===== src/rtl/core/gsd_pkg.sv =====
`timescale 1ns / 1ps

package gsd_pkg;

  // Field widths of the channels and the configuration port
  localparam int OP_W       = 2;
  localparam int COORD_W    = 8;
  localparam int WORD_W     = 16;
  localparam int DIM_REG_W  = 9;
  localparam int RADIUS_W   = 8;
  localparam int MASK_W     = 16;
  localparam int CFG_IDX_W  = 2;
  localparam int CFG_DATA_W = 16;

  // Operation codes
  localparam logic [OP_W-1:0] OP_WRITE = 2'd0;
  localparam logic [OP_W-1:0] OP_RUN   = 2'd1;
  localparam logic [OP_W-1:0] OP_READ  = 2'd2;

  // Register indexes
  localparam logic [CFG_IDX_W-1:0] CFG_GRID_WIDTH  = 2'd0;
  localparam logic [CFG_IDX_W-1:0] CFG_GRID_HEIGHT = 2'd1;
  localparam logic [CFG_IDX_W-1:0] CFG_CLEARANCE   = 2'd2;
  localparam logic [CFG_IDX_W-1:0] CFG_CLASS_MASK  = 2'd3;

  // Result kinds
  localparam logic RK_DONE = 1'b0;
  localparam logic RK_READ = 1'b1;

  typedef enum logic [3:0] {
    ST_IDLE,
    ST_READ_OUT,
    ST_RUN_START,
    ST_H_STEP,
    ST_H_WAIT,
    ST_V_STEP,
    ST_V_WAIT,
    ST_V_MERGE,
    ST_DONE_OUT
  } gsd_state_t;

  typedef struct packed {
    logic in_ready;
    logic host_wr;
    logic host_rd;
    logic ld_rd_out;
    logic ld_done_out;
    logic run_init;
    logic pass_v_init;
    logic line_next;
    logic scan_rd;
    logic scan_upd;
    logic emit;
    logic merge_rd;
    logic merge_wr;
    logic vert;
  } gsd_cmd_t;

  typedef struct packed {
    logic out_free;
    logic dims_zero;
    logic o_done;
    logic can_read;
    logic flag;
    logic last_line;
  } gsd_sts_t;

endpackage


===== src/rtl/core/gsd_ctrl.sv =====
`timescale 1ns / 1ps

module gsd_ctrl (
  input  logic                     clk,
  input  logic                     rst,
  input  logic                     in_valid,
  input  logic [gsd_pkg::OP_W-1:0] in_op,
  input  gsd_pkg::gsd_sts_t        sts,
  output gsd_pkg::gsd_cmd_t        cmd
);
  import gsd_pkg::*;

  gsd_state_t state, state_next;

  always_ff @(posedge clk) begin
    if (rst) begin
      state <= ST_IDLE;
    end else begin
      state <= state_next;
    end
  end

  always_comb begin
    state_next = state;
    cmd        = '0;
    unique case (state)
      ST_IDLE: begin
        cmd.in_ready = 1'b1;
        if (in_valid) begin
          unique case (in_op)
            OP_WRITE: begin
              cmd.host_wr = 1'b1;
            end
            OP_RUN: begin
              state_next = ST_RUN_START;
            end
            OP_READ: begin
              cmd.host_rd = 1'b1;
              state_next  = ST_READ_OUT;
            end
            default: begin
              // unused code: dropped
            end
          endcase
        end
      end
      ST_READ_OUT: begin
        if (sts.out_free) begin
          cmd.ld_rd_out = 1'b1;
          state_next    = ST_IDLE;
        end
      end
      ST_RUN_START: begin
        if (sts.dims_zero) begin
          state_next = ST_DONE_OUT;
        end else begin
          cmd.run_init = 1'b1;
          state_next   = ST_H_STEP;
        end
      end
      ST_H_STEP: begin
        priority if (sts.o_done) begin
          if (sts.last_line) begin
            cmd.pass_v_init = 1'b1;
            state_next      = ST_V_STEP;
          end else begin
            cmd.line_next = 1'b1;
          end
        end else if (sts.can_read) begin
          cmd.scan_rd = 1'b1;
          state_next  = ST_H_WAIT;
        end else begin
          cmd.emit = 1'b1;
        end
      end
      ST_H_WAIT: begin
        cmd.scan_upd = 1'b1;
        state_next   = ST_H_STEP;
      end
      ST_V_STEP: begin
        cmd.vert = 1'b1;
        priority if (sts.o_done) begin
          if (sts.last_line) begin
            state_next = ST_DONE_OUT;
          end else begin
            cmd.line_next = 1'b1;
          end
        end else if (sts.can_read) begin
          cmd.scan_rd = 1'b1;
          state_next  = ST_V_WAIT;
        end else if (sts.flag) begin
          cmd.merge_rd = 1'b1;
          state_next   = ST_V_MERGE;
        end else begin
          cmd.emit = 1'b1;
        end
      end
      ST_V_WAIT: begin
        cmd.vert     = 1'b1;
        cmd.scan_upd = 1'b1;
        state_next   = ST_V_STEP;
      end
      ST_V_MERGE: begin
        cmd.vert     = 1'b1;
        cmd.merge_wr = 1'b1;
        state_next   = ST_V_STEP;
      end
      ST_DONE_OUT: begin
        if (sts.out_free) begin
          cmd.ld_done_out = 1'b1;
          state_next      = ST_IDLE;
        end
      end
      default: begin
        state_next = ST_IDLE;
      end
    endcase
  end

endmodule


===== config.mk =====
export PLATFORM = sky130hd
export DESIGN_NAME = gsd_ctrl
export DESIGN_NICKNAME = d
export VERILOG_FILES = /design/src/rtl/core/gsd_pkg.sv /design/src/rtl/core/gsd_ctrl.sv
export SDC_FILE = /design/constraint.sdc
export NUM_CORES = 1
export LEC_CHECK = 0
export BUFFER_PORTS_ARGS = -buffer_cell sky130_fd_sc_hd__buf_2
export CAP_MARGIN = 20
export CORE_MARGIN = 5
export CORE_UTILIZATION = 46
export DETAILED_ROUTE_END_ITERATION = 10
export PLACE_DENSITY = 0.77
export SLEW_MARGIN = 5
export SYNTH_ARGS = -nofsm -noshare
export SYNTH_HDL_FRONTEND = slang
export SYNTH_SLANG_ARGS = --single-unit

===== constraint.sdc =====
create_clock -name clk -period 1.6 [get_ports clk]
set_input_delay 0.24 -clock clk [delete_from_list [all_inputs] [get_ports clk]]
set_output_delay 0.24 -clock clk [all_outputs]
set_load 0.02 [all_outputs]

==> results of run 1 <==
final cells by class:
| type | instances | area [sq um] | share of cell area |
|---|---|---|---|
| clock buffer | 3 | 22.52 | 0.02416 |
| inverter | 7 | 26.28 | 0.02819 |
| multi-input combinational | 58 | 495.5 | 0.5315 |
| sequential | 4 | 92.59 | 0.09933 |
| tap | 15 | 18.77 | 0.02013 |
| timing repair buffer | 36 | 276.5 | 0.2966 |
power groups by stage:
stage	clock network (mW)	registers (mW)	logic [mW]
after global placement	0	0.201	0.806
after floorplan	0	0.175	0.616
after global routing	0.141	0.216	1.06
after detailed placement	0	0.204	0.829
final	0.125	0.212	0.981
after CTS	0.133	0.199	0.944
metrics by stage:
stage	util	setup WS (ns)	instances	cell area, sq um
3_3_place_gp	0.6193	0.01942	116	795.8
5_1_grt	0.7254	-0.05745	123	932.1
4_1_cts	0.6972	0.0009759	122	895.9
3_5_place_dp	0.6193	0.006300	116	795.8
2_1_floorplan	-	0.02826	74	613.1
6_report	0.7254	0.009697	123	932.1
repair_timing:
action                                  4_1_cts  5_1_grt
gates resized for setup                      16       11
endpoints found under the setup margin        8        9
setup buffers                                 3        1
pin swaps                                     4        5
worst max-delay path by stage:
stage                             to  slack [ns]  cells past startpoint
6_report                     cmd[11]        0.01                      4
5_1_grt        state[0]$_SDFFE_PP0P_       -0.06                      6
4_1_cts                      cmd[11]       0.001                      4
3_5_place_dp   state[0]$_SDFFE_PP0P_       0.006                      5
3_3_place_gp   state[0]$_SDFFE_PP0P_        0.02                      5
2_1_floorplan                 cmd[8]        0.03                      3
routing by layer:
metal / GRT usage / vias to the layer above / wire, um
li1: - / 337 / -
met1: 0.2138 / 318 / 706
met2: 0.2967 / 23 / 915
met3: 0.01172 / 6 / 82
met4: 0.1136 / 0 / 53
met5: 0 / - / 0
kinds of logic after synthesis:
| family | count (synthesis) | synth area share |
|---|---|---|
| compound gates | 15 | 0.2020 |
| xor+xnor | 2 | 0.05919 |
| fa+ha+maj | 2 | 0.04081 |
| buf+inv | 12 | 0.1102 |
| flops | 4 | 0.1306 |
| mux | 2 | 0.03265 |
| simple gates | 37 | 0.4245 |
cell usage in the layout, fill, tap and decap left out, types with 2 or more instances in the layout:
cell type / netlist / layout
a211oi_2: 3 / 3
a31oi_1: 3 / 3
and3_1: 6 / 6
and4b_1: 2 / 2
buf_12: 0 / 2
buf_2: 0 / 18
buf_4: 2 / 9
buf_6: 2 / 7
clkbuf_4: 0 / 3
dfxtp_4: 0 / 3
ha_1: 2 / 2
inv_1: 7 / 5
inv_2: 0 / 2
mux2i_1: 2 / 2
nand2_1: 3 / 3
nand2b_1: 5 / 4
nor2_1: 6 / 6
nor3_1: 3 / 3
o21ai_0: 3 / 3
==> results.cfg, run 1 <==
[place]
detailed_place_hpwl_mm = 1.305
io_buffers = 24
place_congestion = 0.8342

[setup_path]
rrSetupSlack_ns = 0.03
cp_top_family = simple AND/OR/NAND/NOR gates
cp.arrival_ns = 1.35
worstSetupStartpoint = state[1]$_SDFFE_PP0P_
critPathMaxStageDelay_ns = 0.35
crit_required_ns = 1.36
worstSetupPathType = flop to primary output
worstPathCellList = buf_6, nor4_4, and3_1, buf_6
path_buf_inv = 2
critPathMaxFanout = 5
r2r-start = state[1]$_SDFFE_PP0P_
crit_path_end_kind = primary output
r2r-end = state[0]$_SDFFE_PP0P_
rr_worst_depth = 5
path_common_cell = buf_6
start_kind = flop
cp_slowest_cell = dfxtp_4

[drt]
totalWireLength_mm = 1.758
ant_nets = 0
vias = 684
post_drt_wl_per_cell_um = 14.29
drc_errors = 0
viasPerCell = 5.561
detail_route.first_pass.iterations = 4
drtIter0Drc = 21

[logic_synthesis]
postSynthNetCount = 87
synth_edf_count = 0
ys_ff_latch = 4
synth.distinct_cells = 35
yosysTopAreaCellShare = 0.1306
synth_warnings = 0
synth_top_cell_by_area = dfxtp_1
netlist_instances = 74
synth.most_common_cell = inv_1
syn_area_sq_um = 613.1
synthTopCellsByArea = dfxtp_1 13%, a211oi_2 6.1%, and3_1 6.1%
ys_top_cells_by_count = 7 x inv_1, 6 x and3_1, 6 x nor2_1
ys.flop_type = dfxtp_1
async_flop_share = 0
syn_area_per_cell_sq_um = 8.285
ys_seq_area_frac = 0.1306

[finish]
drive_gt1_frac = 0.5185
diodes = 0
fill_cells = 101
nets = 123
flow.area_growth_from_synthesis_pct = 52.04
largest_reg_flops = 4
top_register = state
top_regs = state x4

[global_routing]
antenna_found_initial = 0
grt_pass1_vias = 600
grt_pass1_wl_mm = 2.697
grt_max_degree = 12
grt_use_total = 0.1769
overflow = 0

[die]
start_util = 0.4771
ioPinCount = 25
dieWidth_um = 46.51
dieHeight_um = 46.51
die_area_sq_um = 2163
coreArea_sq_um = 1285
row_count = 13

[power]
p_per_area_nw_per_um2 = 1415
ir_drop_v = 0.0006814
intPower_uw = 716.5
p_switching_uw = 602.2
seqPwrFrac = 0.161
clkPwrFrac = 0.095
combPwrFrac = 0.744
swShare = 0.4566
p_leak_nw = 0.4758
total_power_mw = 1.319

[clock_network]
cts_sinks = 4
cts_tree = done
clk_pin_slew_ns = 0.04
worstSkewPairLatency_ns = 0.24
hold_buffers = 0
htree_levels = 1
cts_root_buffer = clkbuf_4
cts_buffer_depth = 2
tritoncts.num_buffers = 3

[status]
status = finished clean

[sta]
slew_headroom = 0.7526
setup_viol = 0
rsz0062_at_grt = yes
fin_crit_ns = 1.590
fin_skew_ns = 0.006326
drv_slew = 0
hold_slack_ns = 0.2259
finalHoldViolCount = 0
period_share = 0.9939
worstMarginPinSlew_ns = 0.3711
finalSetupTns_ns = 0
fmax_mhz = 628.8

[hold_path]
hold_path_end = state[1]$_SDFFE_PP0P_
hold_path.class = input port to flop
min_from = rst
min_delay_path_depth = 2

[flow_run]
maxCapViolCount = 0
No activity file was read; power rests on OpenSTA's default activity.
==> inputs of run 2 (changes only) <==
--- a/config.mk
+++ b/config.mk
@@ -7,10 +7,12 @@
 export LEC_CHECK = 0
 export BUFFER_PORTS_ARGS = -buffer_cell sky130_fd_sc_hd__buf_2
 export CAP_MARGIN = 20
+export CORE_ASPECT_RATIO = 1.1
 export CORE_MARGIN = 5
-export CORE_UTILIZATION = 46
+export CORE_UTILIZATION = 42
+export CTS_CLUSTER_DIAMETER = 60
 export DETAILED_ROUTE_END_ITERATION = 10
-export PLACE_DENSITY = 0.77
+export PLACE_DENSITY = 0.74
 export SLEW_MARGIN = 5
 export SYNTH_ARGS = -nofsm -noshare
 export SYNTH_HDL_FRONTEND = slang
==> constraint.sdc (replaced) <==
create_clock -name clk -period 1.45 [get_ports clk]
set_input_delay 0.2175 -clock clk [delete_from_list [all_inputs] [get_ports clk]]
set_output_delay 0.2175 -clock clk [all_outputs]
set_load 0.02 [all_outputs]
==> results.cfg, run 2 (synthesis gave the netlist of run 1 again) <==
[drt]
vias = 842
viasPerCell = 6.146
drc_errors = 0
drtIter0Drc = 31
detail_route.first_pass.iterations = 4
ant_nets = 0
post_drt_wl_per_cell_um = 20.00
totalWireLength_mm = 2.740

[sta]
finalSetupTns_ns = -1.227
slew_headroom = 0.7677
rsz0062_at_grt = yes
fin_ws_ns = -0.1628
fmax_mhz = 620.0
fin_skew_ns = 0.007658
period_share = 1.112
finalHoldViolCount = 0
setup_viol = 15
worstMarginPinSlew_ns = 0.3477
hold_slack_ns = 0.2194
drv_slew = 0
fin_crit_ns = 1.613

[status]
status = complete, but fails checks
violations = negative setup slack

[die]
dieHeight_um = 50.07
start_util = 0.4430
dieWidth_um = 46.43
coreArea_sq_um = 1384
row_count = 14
ioPinCount = 25
die_area_sq_um = 2325

[flow_run]
maxCapViolCount = 0

[finish]
largest_reg_flops = 4
top_regs = state x4
fin_util = 0.8553
top_register = state
layout_commonest_cell = buf_6
drive_gt1_frac = 0.6942
diodes = 0
final_cell_mix = 20 x buf_6, 18 x buf_4, 10 x buf_2
flow.area_growth_from_synthesis_pct = 93.06
nets = 136

[clock_network]
tritoncts.num_buffers = 3
clk_pin_slew_ns = 0.04
hold_buffers = 0
cts_tree = done
worstSkewPairLatency_ns = 0.24
cts_root_buffer = clkbuf_4
cts_buffer_depth = 2
cts_sinks = 4
htree_levels = 1

[hold_path]
min_from = rst
hold_path.class = input port to flop

[setup_path]
worstSetupStartpoint = state[1]$_SDFFE_PP0P_
r2r-start = state[1]$_SDFFE_PP0P_
crit_required_ns = 1.23
critPathMaxStageDelay_ns = 0.36
cp.arrival_ns = 1.40
crit_path_end_kind = primary output
worstSetupPathType = flop to primary output
worstPathCellList = buf_12, and4bb_2, o2111ai_4, inv_2, buf_6
critPathMaxFanout = 6
cp_slowest_cell = dfxtp_4
start_kind = flop

[global_routing]
grt_pass1_vias = 828
grt_pass1_wl_mm = 3.836
grt_use_total = 0.2243
overflow = 0
grt_max_degree = 9
antenna_found_initial = 0

[power]
combPwrFrac = 0.807
p_leak_nw = 0.5689
seqPwrFrac = 0.122
swShare = 0.4510
ir_drop_v = 0.001132
clkPwrFrac = 0.072
intPower_mw = 1.082
p_switching_uw = 888.7
p_per_area_nw_per_um2 = 1665

[place]
place_congestion = 0.8071
detailed_place_hpwl_mm = 1.466
io_buffers = 24
dpl_worst_slack_ns = -0.09279
run 2: cell count changes in the layout (fill, tap and decap cells not counted), moves of 2 or more:
cell      previous run  this run
nand2b_4             0         2
and3_1               6         4
buf_6                7        20
nor2_1               6         2
buf_2               18        10
buf_4                9        18
nand2_1              3         1
and3_4               0         2
nor2_4               0         4
nand2_2              0         2
run 2: layer usage:
metal,GRT usage,vias to the layer above,part of all wire
li1,-,365,-
met1,0.2344,396,0.34
met2,0.3968,62,0.53
met3,0.04364,19,0.070
met4,0.1185,0,0.064
met5,0,-,0
run 2: area by class of cell:
type	instances	area [sq um]
Timing Repair Buffer	49	430.4
Fill cell	64	200.2
Inverter	7	26.28
Multi-Input combinational cell	58	589.3
Sequential cell	4	95.09
Clock buffer	3	22.52
Tap cell	16	20.02
run 2: critical path, delay by kind of cell (launching register included):
| family | cells | cell delay [ns] |
|---|---|---|
| AOI/OAI and AO/OA | 1 | 0.21 |
| buffers and inverters | 3 | 0.32 |
| and+or+nand+nor | 1 | 0.26 |
| DFF | 1 | 0.36 |
run 2: final timing paths:
kind | cells past startpoint | endpoint | slack [ns]
setup / recovery | 5 | cmd[3] | -0.16
hold / removal | 2 | state[1]$_SDFFE_PP0P_ | 0.22
setup reg to reg | 5 | state[0]$_SDFFE_PP0P_ | -0.12
hold reg to reg | 3 | state[3]$_SDFFE_PP0P_ | 0.66
run 2: repair_timing:
item,4_1_cts,5_1_grt
pin swaps,7,12
endpoints found under the hold margin,0,0
resized for setup,52,16
setup buffers,8,4
setup endpoints to repair,18,18
run 2: stage by stage:
stage,power [mW],instance area [sq um],instances
after global routing,2.080,1184,137
after floorplan,0.9051,629.4,74
after global placement,1.197,845.8,123
after detailed placement,1.234,845.8,123
after CTS,1.759,1099,134
final,1.970,1184,137
run 2: power by group through the flow:
stage / Combinational [mW] / Clock, mW / Sequential [mW]
floorplan: 0.712 / 0 / 0.194
global placement: 0.990 / 0 / 0.207
detailed placement: 1.02 / 0 / 0.211
CTS: 1.40 / 0.145 / 0.217
global route: 1.68 / 0.156 / 0.242
finish: 1.59 / 0.141 / 0.239
